[config.mk]
export PLATFORM = sky130hd
export DESIGN_NAME = spf_ctrl
export DESIGN_NICKNAME = d
export VERILOG_FILES = /design/src/hw/rtl/spf_pkg.sv /design/src/hw/rtl/spf_ctrl.sv
export SDC_FILE = /design/constraint.sdc
export NUM_CORES = 1
export LEC_CHECK = 0
export BUFFER_PORTS_ARGS = -buffer_cell sky130_fd_sc_hd__buf_4
export CAP_MARGIN = 20
export CORE_AREA = 3 3 40 42
export DETAILED_ROUTE_END_ITERATION = 16
export DIE_AREA = 0 0 43 45
export SYNTH_ARGS = -nofsm -noshare
export SYNTH_HDL_FRONTEND = slang
export SYNTH_SLANG_ARGS = --single-unit
[constraint.sdc]
create_clock -name clock -period 2.5 [get_ports clock]
set_input_delay 0.375 -clock clock [delete_from_list [all_inputs] [get_ports clock]]
set_output_delay 0.375 -clock clock [all_outputs]
set_load 0.05 [all_outputs]
[src/hw/rtl/spf_pkg.sv]
// Shared constants, command and status types for the smallest-prime-factor factorizer.
// Used by spf_divider, spf_datapath, spf_ctrl and the top level; no dependencies.
package spf_pkg;

   // Largest number the table covers
   localparam int MAX_NUMBER = 65535;
   localparam int TABLE_TOP  = (MAX_NUMBER < 65535) ? MAX_NUMBER : 65535;

   // Field and table widths
   localparam int NUM_W  = 16;
   localparam int ADDR_W = $clog2(TABLE_TOP + 1);
   localparam int J_W    = ADDR_W + 1;

   // Floor of the square root, evaluated at elaboration only
   function automatic int isqrt_floor(input int v);
      int r;
      r = 0;
      while ((r + 1) * (r + 1) <= v) r++;
      return r;
   endfunction

   // Sieve runs its strike-out loop for every p from SIEVE_TOP down to 2
   localparam int SIEVE_TOP = isqrt_floor(TABLE_TOP);
   localparam int P_W       = $clog2(SIEVE_TOP + 1);

   // At most this many results per input word
   localparam int RESULT_LIMIT = 16;
   localparam int CNT_W        = $clog2(RESULT_LIMIT);

   // Restoring divider retires one quotient bit per cycle
   localparam int DIV_STEPS = NUM_W;
   localparam int DSTEP_W   = $clog2(DIV_STEPS + 1);

   // Factor codes for the single-result cases
   localparam logic [NUM_W-1:0] FACTOR_ONE   = NUM_W'(1);
   localparam logic [NUM_W-1:0] FACTOR_ERROR = NUM_W'(0);

   // Controller to datapath commands
   typedef struct packed {
      logic init_step;
      logic sieve_load;
      logic sieve_step;
      logic sieve_next;
      logic load_num;
      logic set_special;
      logic read_num;
      logic take_factor;
      logic take_quot;
      logic next_result;
   } spf_cmd_type;

   // Datapath to controller status
   typedef struct packed {
      logic init_last;
      logic j_last;
      logic p_last;
      logic special;
      logic div_busy;
      logic last;
   } spf_status_type;

endpackage

[src/hw/rtl/spf_ctrl.sv]
// Controller: init pass, sieve pass, then per-word factor loop and result handshake.
// Depends on spf_pkg.
module spf_ctrl import spf_pkg::*; (
   input  logic           clock,
   input  logic           reset,
   input  logic           req_valid,
   output logic           req_ready,
   output logic           rsp_valid,
   input  logic           rsp_ready,
   input  spf_status_type status,
   output spf_cmd_type    cmd
);

   localparam logic [2:0] S_INIT    = 3'd0;
   localparam logic [2:0] S_SIEVE_P = 3'd1;
   localparam logic [2:0] S_SIEVE_J = 3'd2;
   localparam logic [2:0] S_IDLE    = 3'd3;
   localparam logic [2:0] S_CHECK   = 3'd4;
   localparam logic [2:0] S_READ    = 3'd5;
   localparam logic [2:0] S_DIV     = 3'd6;
   localparam logic [2:0] S_SEND    = 3'd7;

   logic [2:0] state_ff, state_in;

   assign req_ready = (state_ff == S_IDLE);
   assign rsp_valid = (state_ff == S_SEND);

   // Sequence the datapath
   always_comb begin
      state_in = state_ff;
      cmd      = '0;
      unique case (state_ff)
         S_INIT: begin
            cmd.init_step = 1'b1;
            if (status.init_last) state_in = S_SIEVE_P;
         end
         S_SIEVE_P: begin
            cmd.sieve_load = 1'b1;
            state_in       = S_SIEVE_J;
         end
         S_SIEVE_J: begin
            cmd.sieve_step = 1'b1;
            if (status.j_last) begin
               if (status.p_last) begin
                  state_in = S_IDLE;
               end else begin
                  cmd.sieve_next = 1'b1;
                  state_in       = S_SIEVE_P;
               end
            end
         end
         S_IDLE: begin
            if (req_valid) begin
               cmd.load_num = 1'b1;
               state_in     = S_CHECK;
            end
         end
         S_CHECK: begin
            if (status.special) begin
               cmd.set_special = 1'b1;
               state_in        = S_SEND;
            end else begin
               cmd.read_num = 1'b1;
               state_in     = S_READ;
            end
         end
         S_READ: begin
            cmd.take_factor = 1'b1;
            state_in        = S_DIV;
         end
         S_DIV: begin
            if (!status.div_busy) begin
               cmd.take_quot = 1'b1;
               state_in      = S_SEND;
            end
         end
         S_SEND: begin
            if (rsp_ready) begin
               if (status.last) begin
                  state_in = S_IDLE;
               end else begin
                  cmd.next_result = 1'b1;
                  cmd.read_num    = 1'b1;
                  state_in        = S_READ;
               end
            end
         end
         default: state_in = S_INIT;
      endcase
   end

   always_ff @(posedge clock) begin
      if (reset) begin
         state_ff <= S_INIT;
      end else begin
         state_ff <= state_in;
      end
   end

endmodule

## Yosys cells after proc, flatten, opt, wreduce, memory -nomap -nowiden

Cells that the tools add are included.

| word-level totals | value |
|---|---|
| flip-flop bits (word level) | 3 |
| bits in latches | 0 |
| bits in writable memories | 0 |
| bits in read-only memories | 0 |
| input port bits | 10 |
| output and inout port bits | 12 |
| word-level logic and storage cells | 41 |
| memories | 0 |

| cells by class | value |
|---|---|
| add/subtract/negate cells | 0 |
| $mul | 0 |
| divide/modulo/power cells | 0 |
| magnitude comparators | 0 |
| eq/ne operators | 12 |
| shifts and indexed selects | 0 |
| multiplexer cells | 26 |
| bitwise logic cells | 0 |
| reduce and logical (&&, ||, !) cells | 2 |

Operator list:

| operator | count |
|---|---|
| case mux 3 bit (8 select lines) | 1 |
| two-way mux 3 bit | 6 |
| two-way mux 1 bit | 15 |
| equality test 3 bit (second input constant) | 4 |
| inequality test 2 bit (second input constant) | 4 |
| equality test 3 x 2 -> 1 bit (second input constant) | 2 |
| two-way mux 2 bit | 3 |
| AND reduction 5 bit | 1 |
| equality test 3 x 1 -> 1 bit (second input constant) | 1 |
| logical NOT 3 bit | 1 |
| inequality test 2 x 1 -> 1 bit (second input constant) | 1 |
| case mux 1 bit (2 select lines) | 1 |

## Logic depth before layout (Yosys ltp)

Gate-level depths: netlist of run 1.

| depth | value |
|---|---|
| depth in word-level cells | 3 |
| gate-level depth with buffers | 4 |

## Worst setup path after synthesis of run 1

No wires, ideal clock.

| timing path | value |
|---|---|
| kind | reg2out |
| start point | register state_ff[1] |
| end point | output port cmd[0] (netlist name) |
| data arrival time | 2.296 ns |
| required time | 2.125 ns |
| path slack | -0.171 ns |
| cell stages (with the launch flop) | 4 |
| buffers on the path | 1 |
| cells stage by stage | dfxtp_1 clkbuf_2 and3_1 nor3b_1 |

RTL lines:

| element | line | text |
|---|---|---|
| from (decl) | spf_ctrl.sv:23 | `logic [2:0] state_ff, state_in;` |
| from (signal assigned) | spf_ctrl.sv:96 | `state_ff <= state_in;` |
| to (decl) | spf_ctrl.sv:11 | `output spf_cmd_type cmd` |

==> results.toml, run 1 <==
[status]
status = "completed"

[floorplanning]
start_util_pct = 24.4
die_w_um = 43
ios = 22
row_count = 13
core-area_um2 = 1280
die_y_um = 45
die_area_um2 = 1940

[global_route]
grt_max_degree = 17
met2_usage_pct = 15.6
antenna_found_initial = 0
use_met1_pct = 12.5
grt_overflow_total = 0
grt_busiest_layer = "met2"
grtUsageTotal_pct = 9.90
grt_pass1_vias = 357
grt_pass1_wl_um = 1460
use_met3_pct = 1.20

[clock_tree]
cts.htree.levels = 1
cts_tree = "done"
clockBufferDepth = 2
clkTransAtPathRegs_ns = 0.04
clock-sinks = 3
root_buffer = "clkbuf_4"
cts_hold_buf = 0
cts_resized = 0
cts_setup_buffers = 0
clk_latency_ns = 0.23
cts_made_buffers = 3

[synthesis]
ys_seq_area_share_pct = 19.1
syn_avg_cell_area_um2 = 7.66
ys_seq_elements = 3
syn_inst = 41
synth.distinct_cells = 23
ys_warn_count = 0
synth.cell_area_um2 = 314
syn-num-nets = 51

[timing]
max_slew_margin_pct = 68.9
period_minus_slack_ns = 1.86
rsz0062_at_grt = "false"
hold_viol = 0
timing.final.ws_setup_ns = 0.642
finalSetupViolations = 0
max_freq_mhz = 538
whs_ns = 0.324
period_share_pct = 74.3
finClkSkew_ns = 0.00202
maxSlewViolCount = 0
setup_tns_ns = 0
tightestPinTransition_ns = 0.465

[finish]
drive_gt1_share_pct = 47.6
top_register = "state_ff"
final_cell_area_um2 = 513
largest_reg_flops = 3
regArea_um2 = 60.1
reg_top3 = "state_ff: 3 flops"
area_growth_pct = 63.3
fin_util_pct = 39.9
fill_cells = 145
antenna-diode-count = 0
num-nets-final = 74
multi_input_area_um2 = 246

[placement]
routabilityCongestion = 0.695
place_hpwl_um = 666
portBuffers = 21
placed_cell_area_um2 = 487
place_ws_ns = 0.891

[worst_setup_path]
worstPathMaxFanout = 15
critPathArrivalTime_ns = 1.48
critPathRequiredTime_ns = 2.12
endpoint_kind = "primary output"
crit_chain = "nand2_1 > nor3_1 > o21a_1 > buf_4"
slowest_delay_ns = 0.59
critPathSlowestCell = "dfxtp_1"
cp-start-kind = "flip-flop"
path_class = "reg -> out"

[pwr]
max-vdd-ir-drop_v = 0.000179
powerDensity_nw_per_um2 = 424
leakage_uw = 0.000237

[drt]
drt_iter0_drc = 9
drtAntennaViolNets = 0
drtPass1Iterations = 4
vias = 365
wl_per_cell_um = 11.1
wl_um = 865
drc = 0
via_per_inst = 4.68

[worst_hold_path]
hold_path_class = "in -> reg"

[job]
cap_violations = 0
[stage by stage]
step | std cells | total power [uW]
3_5_place_dp | 74 | 135
4_1_cts | 78 | 224
2_1_floorplan | 41 | 109
5_1_grt | 78 | 230
3_3_place_gp | 74 | 135
6_report | 78 | 217
[cells in the mapped netlist]
| master | n | area share, % |
|---|---|---|
| a221o_1 | 1 | 3.2 |
| nor3_1 | 5 | 8.0 |
| nor3b_1 | 2 | 4.8 |
| inv_1 | 1 | 1.2 |
| nand3_1 | 1 | 1.6 |
| and2_2 | 1 | 2.4 |
| nor3b_2 | 1 | 4.0 |
| and2_1 | 1 | 2.0 |
| mux2_4 | 1 | 4.8 |
| nand2b_1 | 3 | 6.0 |
| o22ai_2 | 1 | 4.0 |
| nor2_1 | 2 | 2.4 |
| nand2_1 | 3 | 3.6 |
| o21a_1 | 2 | 4.8 |
| clkbuf_2 | 1 | 1.6 |
| buf_2 | 2 | 3.2 |
| nor4bb_1 | 2 | 6.4 |
| o21ai_0 | 1 | 1.6 |
| mux2i_1 | 1 | 3.2 |
| dfxtp_1 | 3 | 19 |
| a21oi_1 | 3 | 4.8 |
| and3b_1 | 2 | 5.6 |
| and3_1 | 1 | 2.0 |
[critical path, delay by kind of cell (launching register included)]
| kind | cells | cell delay (ns) |
|---|---|---|
| AO/OA/AOI/OAI | 1 | 0.13 |
| buffers and inverters | 1 | 0.19 |
| flip-flops | 1 | 0.59 |
| AND/OR/NAND/NOR | 2 | 0.34 |
[cells in the final DEF (no fill, tap or decap), drive strengths merged]
master,count
nor3,5
and3,1
a221o,1
o21a,2
a21oi,3
nor4bb,2
buf,21
nor3b,3
nand2b,3
mux2,1
o22ai,1
inv,1
o21ai,1
nand2,3
and2,2
dfxtp,3
and3b,2
nor2,2
clkbuf,4
mux2i,1
nand3,1
[power breakdown]
group          switching (uW)  total [uW]  internal [uW]
Clock                    24.1        83.8           59.8
Combinational            39.0        71.6           32.7
Sequential               10.8        62.0           51.2
[final timing paths]
kind         slack (ns)  depth (start not counted)                  endpoint                startpoint
min reg2reg        0.69                          2  state_ff[1]$_SDFFE_PP0P_  state_ff[1]$_SDFFE_PP0P_
min                0.32                          2  state_ff[0]$_SDFFE_PP0P_                     reset
max                0.64                          4                    cmd[3]  state_ff[1]$_SDFFE_PP0P_
max reg2reg        0.96                          4  state_ff[1]$_SDFFE_PP0P_  state_ff[1]$_SDFFE_PP0P_
[area by class of cell]
class / instances / share of cell area (%)
Tap cell: 15 / 3.66
Sequential cell: 3 / 11.7
Timing Repair Buffer: 21 / 30.7
Multi-Input combinational cell: 34 / 48.0
Inverter: 1 / 0.732
Clock buffer: 4 / 5.12
[metal layers]
metal | up-vias | part of all wire, %
met2 | 10 | 49
met3 | 0 | 6.4
met1 | 160 | 45
met4 | 0 | 0
met5 | - | 0
li1 | 195 | -
[cells by family (layout without fill, tap and decap cells)]
kind of cell | after synthesis | after routing | synth area share (%)
AND/OR/NAND/NOR | 24 | 24 | 48.6
flip-flops | 3 | 3 | 19.1
AO/OA/AOI/OAI | 8 | 8 | 18.3
multiplexers | 2 | 2 | 7.97
buffers and inverters | 4 | 26 | 5.97
No activity file was read; power rests on OpenSTA's default activity.
==> inputs of run 2 (changes only) <==
==> constraint.sdc (replaced) <==
create_clock -name clock -period 1.5 [get_ports clock]
set_input_delay 0.225 -clock clock [delete_from_list [all_inputs] [get_ports clock]]
set_output_delay 0.225 -clock clock [all_outputs]
set_load 0.05 [all_outputs]
==> run 2 against run 1 <==
Against the previous run: routed wire length is 18% higher; clock skew is 0.0010 ns higher; sequential share of layout area is 0.81 points lower; non-clock buffer count is 10 higher; critical endpoint is now cmd[6]; flip-flop and latch count stayed put.
==> results.toml, run 2 (synthesis results as in run 1) <==
[timing]
finClkSkew_ns = 0.00306
whs_ns = 0.172
finalSetupViolations = 0
max_freq_mhz = 673
tightestPinTransition_ns = 0.216
hold_viol = 0
period_minus_slack_ns = 1.48
max_slew_margin_pct = 85.6
maxSlewViolCount = 0
timing.final.ws_setup_ns = 0.0150
period_share_pct = 99.0
setup_tns_ns = 0
rsz0062_at_grt = "true"

[global_route]
grt_max_degree = 12
grt_overflow_total = 0
grtUsageTotal_pct = 11.1
grt_pass1_wl_um = 1690
antenna_found_initial = 0
grt_pass1_vias = 406

[placement]
routabilityCongestion = 0.766
portBuffers = 21
place_ws_ns = 0.0931
place_hpwl_um = 743

[worst_setup_path]
slowest_delay_ns = 0.36
path_class = "reg -> out"
worstPathMaxFanout = 7
cp-start-kind = "flip-flop"
endpoint_kind = "primary output"
r2r-end = "state_ff[1]$_SDFFE_PP0P_"
critPathSlowestCell = "dfxtp_4"
setup.worst_path.end = "cmd[6]"
timing.rr.start = "state_ff[1]$_SDFFE_PP0P_"
crit_chain = "buf_8 > nor3b_4 > and3b_2 > buf_8"
critPathArrivalTime_ns = 1.26
reg2reg_slack_ns = 0.09
r2r_cells = 5
crit_path_frequent_cell = "buf_8"
critPathTopFamily = "simple AND/OR/NAND/NOR gates"
cp.depth = 4
critPathBufInv = 2
critical_path.startpoint = "state_ff[0]$_SDFFE_PP0P_"
critPathRequiredTime_ns = 1.27

[floorplanning]
core-area_um2 = 1280
ios = 22
die_y_um = 45
row_count = 13
start_util_pct = 24.4
die_area_um2 = 1940
die_w_um = 43

[finish]
final_cell_mix = "28 x buf_4, 5 x nor3_1"
fin_util_pct = 50.9
num-nets-final = 84
antenna-diode-count = 0
reg_top3 = "state_ff: 3 flops"
top_register = "state_ff"
mostFrequentLayoutCell = "buf_4"
drive_gt1_share_pct = 64.4
area_growth_pct = 108
largest_reg_flops = 3

[pwr]
power_frac_comb_pct = 41.8
powerDensity_nw_per_um2 = 620
swShare_pct = 33.9
max-vdd-ir-drop_v = 0.000256
seq_power_share_pct = 23.6
intPower_uw = 268
p_sw_uw = 138
p_clk_share_pct = 34.6
leakage_uw = 0.000306

[clock_tree]
clk_latency_ns = 0.23
cts_tree = "done"
cts_made_buffers = 3
clock-sinks = 3
clockBufferDepth = 2
cts_hold_buf = 0
clkTransAtPathRegs_ns = 0.04
root_buffer = "clkbuf_4"
cts.htree.levels = 1

[drt]
drtAntennaViolNets = 0
via_per_inst = 4.78
drt_iter0_drc = 1
vias = 421
wl_per_cell_um = 11.6
drc = 0
drtPass1Iterations = 2
wl_um = 1020

[worst_hold_path]
hold_path_class = "in -> reg"

[status]
status = "completed"

[job]
cap_violations = 0
[run 2: what timing repair did]
| action | CTS | global route |
|---|---|---|
| pin swaps | 0 | 2 |
| endpoints found under the setup margin | 6 | 3 |
| setup buffers | 4 | 3 |
| gates resized for setup | 5 | 6 |
| endpoints found under the hold margin | 0 | 0 |
[run 2: cell type report]
cell class                      count  area (um^2)
Multi-Input combinational cell     34          283
Inverter                            1         3.75
Tap cell                           15         18.8
Clock buffer                        4         26.3
Timing Repair Buffer               31          251
Fill cell                         124          631
Sequential cell                     3         71.3
[run 2: power groups by stage]
stage          clock network (uW)  registers [uW]  logic, uW
2_1_floorplan                   0            93.3       99.2
3_3_place_gp                    0             101        137
3_5_place_dp                    0             102        137
4_1_cts                       146            96.9        156
5_1_grt                       149            97.6        181
6_report                      141            95.6        170
[run 2: metrics by stage]
step | cells | area [um^2] | total power, uW
final | 88 | 654 | 406
after global routing | 88 | 654 | 428
after CTS | 85 | 607 | 399
after detailed placement | 77 | 538 | 238
after global placement | 77 | 538 | 238
after floorplan | 41 | 363 | 193
[run 2: how the worst min path moves through the flow]
stage           from                        to  cells past startpoint
5_1_grt        reset  state_ff[2]$_SDFFE_PP0P_                      2
3_3_place_gp   reset  state_ff[0]$_SDFFE_PP0P_                      2
6_report       reset  state_ff[0]$_SDFFE_PP0P_                      2
2_1_floorplan  reset  state_ff[0]$_SDFFE_PP0P_                      1
4_1_cts        reset  state_ff[0]$_SDFFE_PP0P_                      2
3_5_place_dp   reset  state_ff[0]$_SDFFE_PP0P_                      2
[run 2: layer usage]
metal | part of all wire [%] | track usage (%) | vias up
met1 | 44 | 13.6 | 188
met2 | 49 | 20.4 | 17
met3 | 6.8 | 1.20 | 0
met4 | 0 | 3.61 | 0
met5 | 0 | 0 | -
li1 | - | - | 216
==> inputs of run 3 (changes only) <==
--- a/config.mk
+++ b/config.mk
@@ -7,9 +7,9 @@
 export LEC_CHECK = 0
 export BUFFER_PORTS_ARGS = -buffer_cell sky130_fd_sc_hd__buf_4
 export CAP_MARGIN = 20
-export CORE_AREA = 3 3 40 42
+export CORE_AREA = 2 2 39 41
 export DETAILED_ROUTE_END_ITERATION = 16
-export DIE_AREA = 0 0 43 45
+export DIE_AREA = 0 0 41 43
 export SYNTH_ARGS = -nofsm -noshare
 export SYNTH_HDL_FRONTEND = slang
 export SYNTH_SLANG_ARGS = --single-unit
==> run 3 against run 2 <==
Against the previous run: setup slack improved by 0.014 ns; critical path type unchanged; clock-buffer cell count unchanged; die area decreased by 8.9%; clock skew decreased by 0.0018 ns; sequential share of layout area decreased by 0.20 points; via count decreased by 2.4%; sequential power increased by 2.2%; largest power group unchanged; routed wire length decreased by 12%; flip-flop and latch count unchanged.
==> results.toml, run 3 (synthesis results as in run 1) <==
[timing]
finalSetupViolations = 0
period_minus_slack_ns = 1.47
period_share_pct = 98.1
max_freq_mhz = 680
maxSlewViolCount = 0
rsz0062_at_grt = "true"
finClkSkew_ns = 0.00128
whs_ns = 0.180
hold_viol = 0
tightestPinTransition_ns = 0.193
max_slew_margin_pct = 86.9

[pwr]
p_clk_share_pct = 35.2
intPower_uw = 261
swShare_pct = 33.5
power_frac_comb_pct = 39.9
max-vdd-ir-drop_v = 0.000479
leakage_uw = 0.000291
p_sw_uw = 131
p_total_uw = 392
seq_power_share_pct = 24.9
powerDensity_nw_per_um2 = 610

[clock_tree]
root_buffer = "clkbuf_4"
clock-sinks = 3
cts_tree = "done"
clockBufferDepth = 2
cts.htree.levels = 1
cts_hold_buf = 0
clk_latency_ns = 0.23
clkTransAtPathRegs_ns = 0.03
cts_made_buffers = 3

[worst_setup_path]
critPathRequiredTime_ns = 1.27
cp-start-kind = "flip-flop"
critPathArrivalTime_ns = 1.25
path_class = "reg -> out"
endpoint_kind = "primary output"
worstPathMaxFanout = 7

[drt]
wl_um = 902
drtAntennaViolNets = 0
vias = 411
via_per_inst = 4.78
wl_per_cell_um = 10.5
drt_iter0_drc = 8
drtPass1Iterations = 5
drc = 0

[placement]
place_inst = 78
routabilityCongestion = 0.817
portBuffers = 21
place_hpwl_um = 695
placed_cell_area_um2 = 539

[global_route]
antenna_found_initial = 0
grtUsageTotal_pct = 11.8
grt_pass1_vias = 389
grt_overflow_total = 0
grt_pass1_wl_um = 1480
grt_max_degree = 11

[job]
cap_violations = 0

[floorplanning]
die_area_um2 = 1760
ios = 22
start_util_pct = 22.7
die_w_um = 41
die_y_um = 43
core-area_um2 = 1380
row_count = 14

[finish]
reg_top3 = "state_ff: 3 flops"
largest_reg_flops = 3
area_growth_pct = 105
drive_gt1_share_pct = 64.3
final_cell_mix = "22 x buf_4, 5 x buf_6, 4 x nor3_1"
layout.cells.non_filler = 86
num-nets-final = 81
antenna-diode-count = 0
final_cell_area_um2 = 643
fill_cells = 140
top_register = "state_ff"
mostFrequentLayoutCell = "buf_4"

[status]
status = "completed"

[worst_hold_path]
hold_path_class = "in -> reg"
-- run 3: changes by cell type in the layout (fill, tap and decap cells not counted) --
cell	previous run	this run
dfxtp_4	3	2
nor3_1	5	4
buf_4	28	22
buf_6	1	5
buf_8	2	1
dfxtp_2	0	1
nor3_2	0	1
-- run 3: layer usage --
metal	vias up	track usage, %	wire [um]
li1	207	-	-
met1	184	14.4	407
met2	18	19.1	417
met3	2	4.71	66
met4	0	2.00	10
met5	-	0	0
-- run 3: path summary, 6_finish.rpt --
path,startpoint,to,slack [ns],cells after the start
worst max register to register,state_ff[1]$_SDFFE_PP0P_,state_ff[1]$_SDFFE_PP0P_,0.23,4
worst max-delay path,state_ff[2]$_SDFFE_PP0P_,cmd[6],0.03,4
worst min register to register,state_ff[0]$_SDFFE_PP0P_,state_ff[0]$_SDFFE_PP0P_,0.60,2
worst min-delay path,reset,state_ff[0]$_SDFFE_PP0P_,0.18,2
-- run 3: layout make-up --
cell class | instances | area [um^2] | area share, %
Clock buffer | 4 | 26.3 | 4.09
Inverter | 1 | 3.75 | 0.584
Multi-Input combinational cell | 34 | 288 | 44.7
Sequential cell | 3 | 68.8 | 10.7
Tap cell | 16 | 20.0 | 3.11
Timing Repair Buffer | 28 | 236 | 36.8
-- run 3: worst max-delay path, cell delays in order (launching register included) --
cell and delay [ns]:
dfxtp_2 0.34, buf_6 0.14, nor3b_4 0.17, and3b_2 0.22, buf_8 0.14
-- run 3: timing repair --
item / in CTS / in global routing
pin swaps: 1 / 2
buffers inserted: 3 / 1
gates resized for setup: 7 / 6
setup endpoints to repair: 7 / 5
cloned: 0 / 0
-- run 3: per-stage QoR --
step	util [%]	TNS (ns)	setup WS [ns]
5_1_grt	46.5	-0.0575	-0.0297
3_3_place_gp	39.0	0	0.119
6_report	46.5	0	0.0291
4_1_cts	43.9	0	0.00421
3_5_place_dp	39.0	0	0.109
2_1_floorplan	-	-1.59	-0.391
-- run 3: power groups by stage --
stage          Sequential (uW)  Combinational, uW  Clock (uW)
2_1_floorplan             93.3               99.2           0
3_3_place_gp               103                133           0
4_1_cts                   98.7                148         146
5_1_grt                   99.6                168         158
3_5_place_dp               103                133           0
6_report                  97.7                156         138
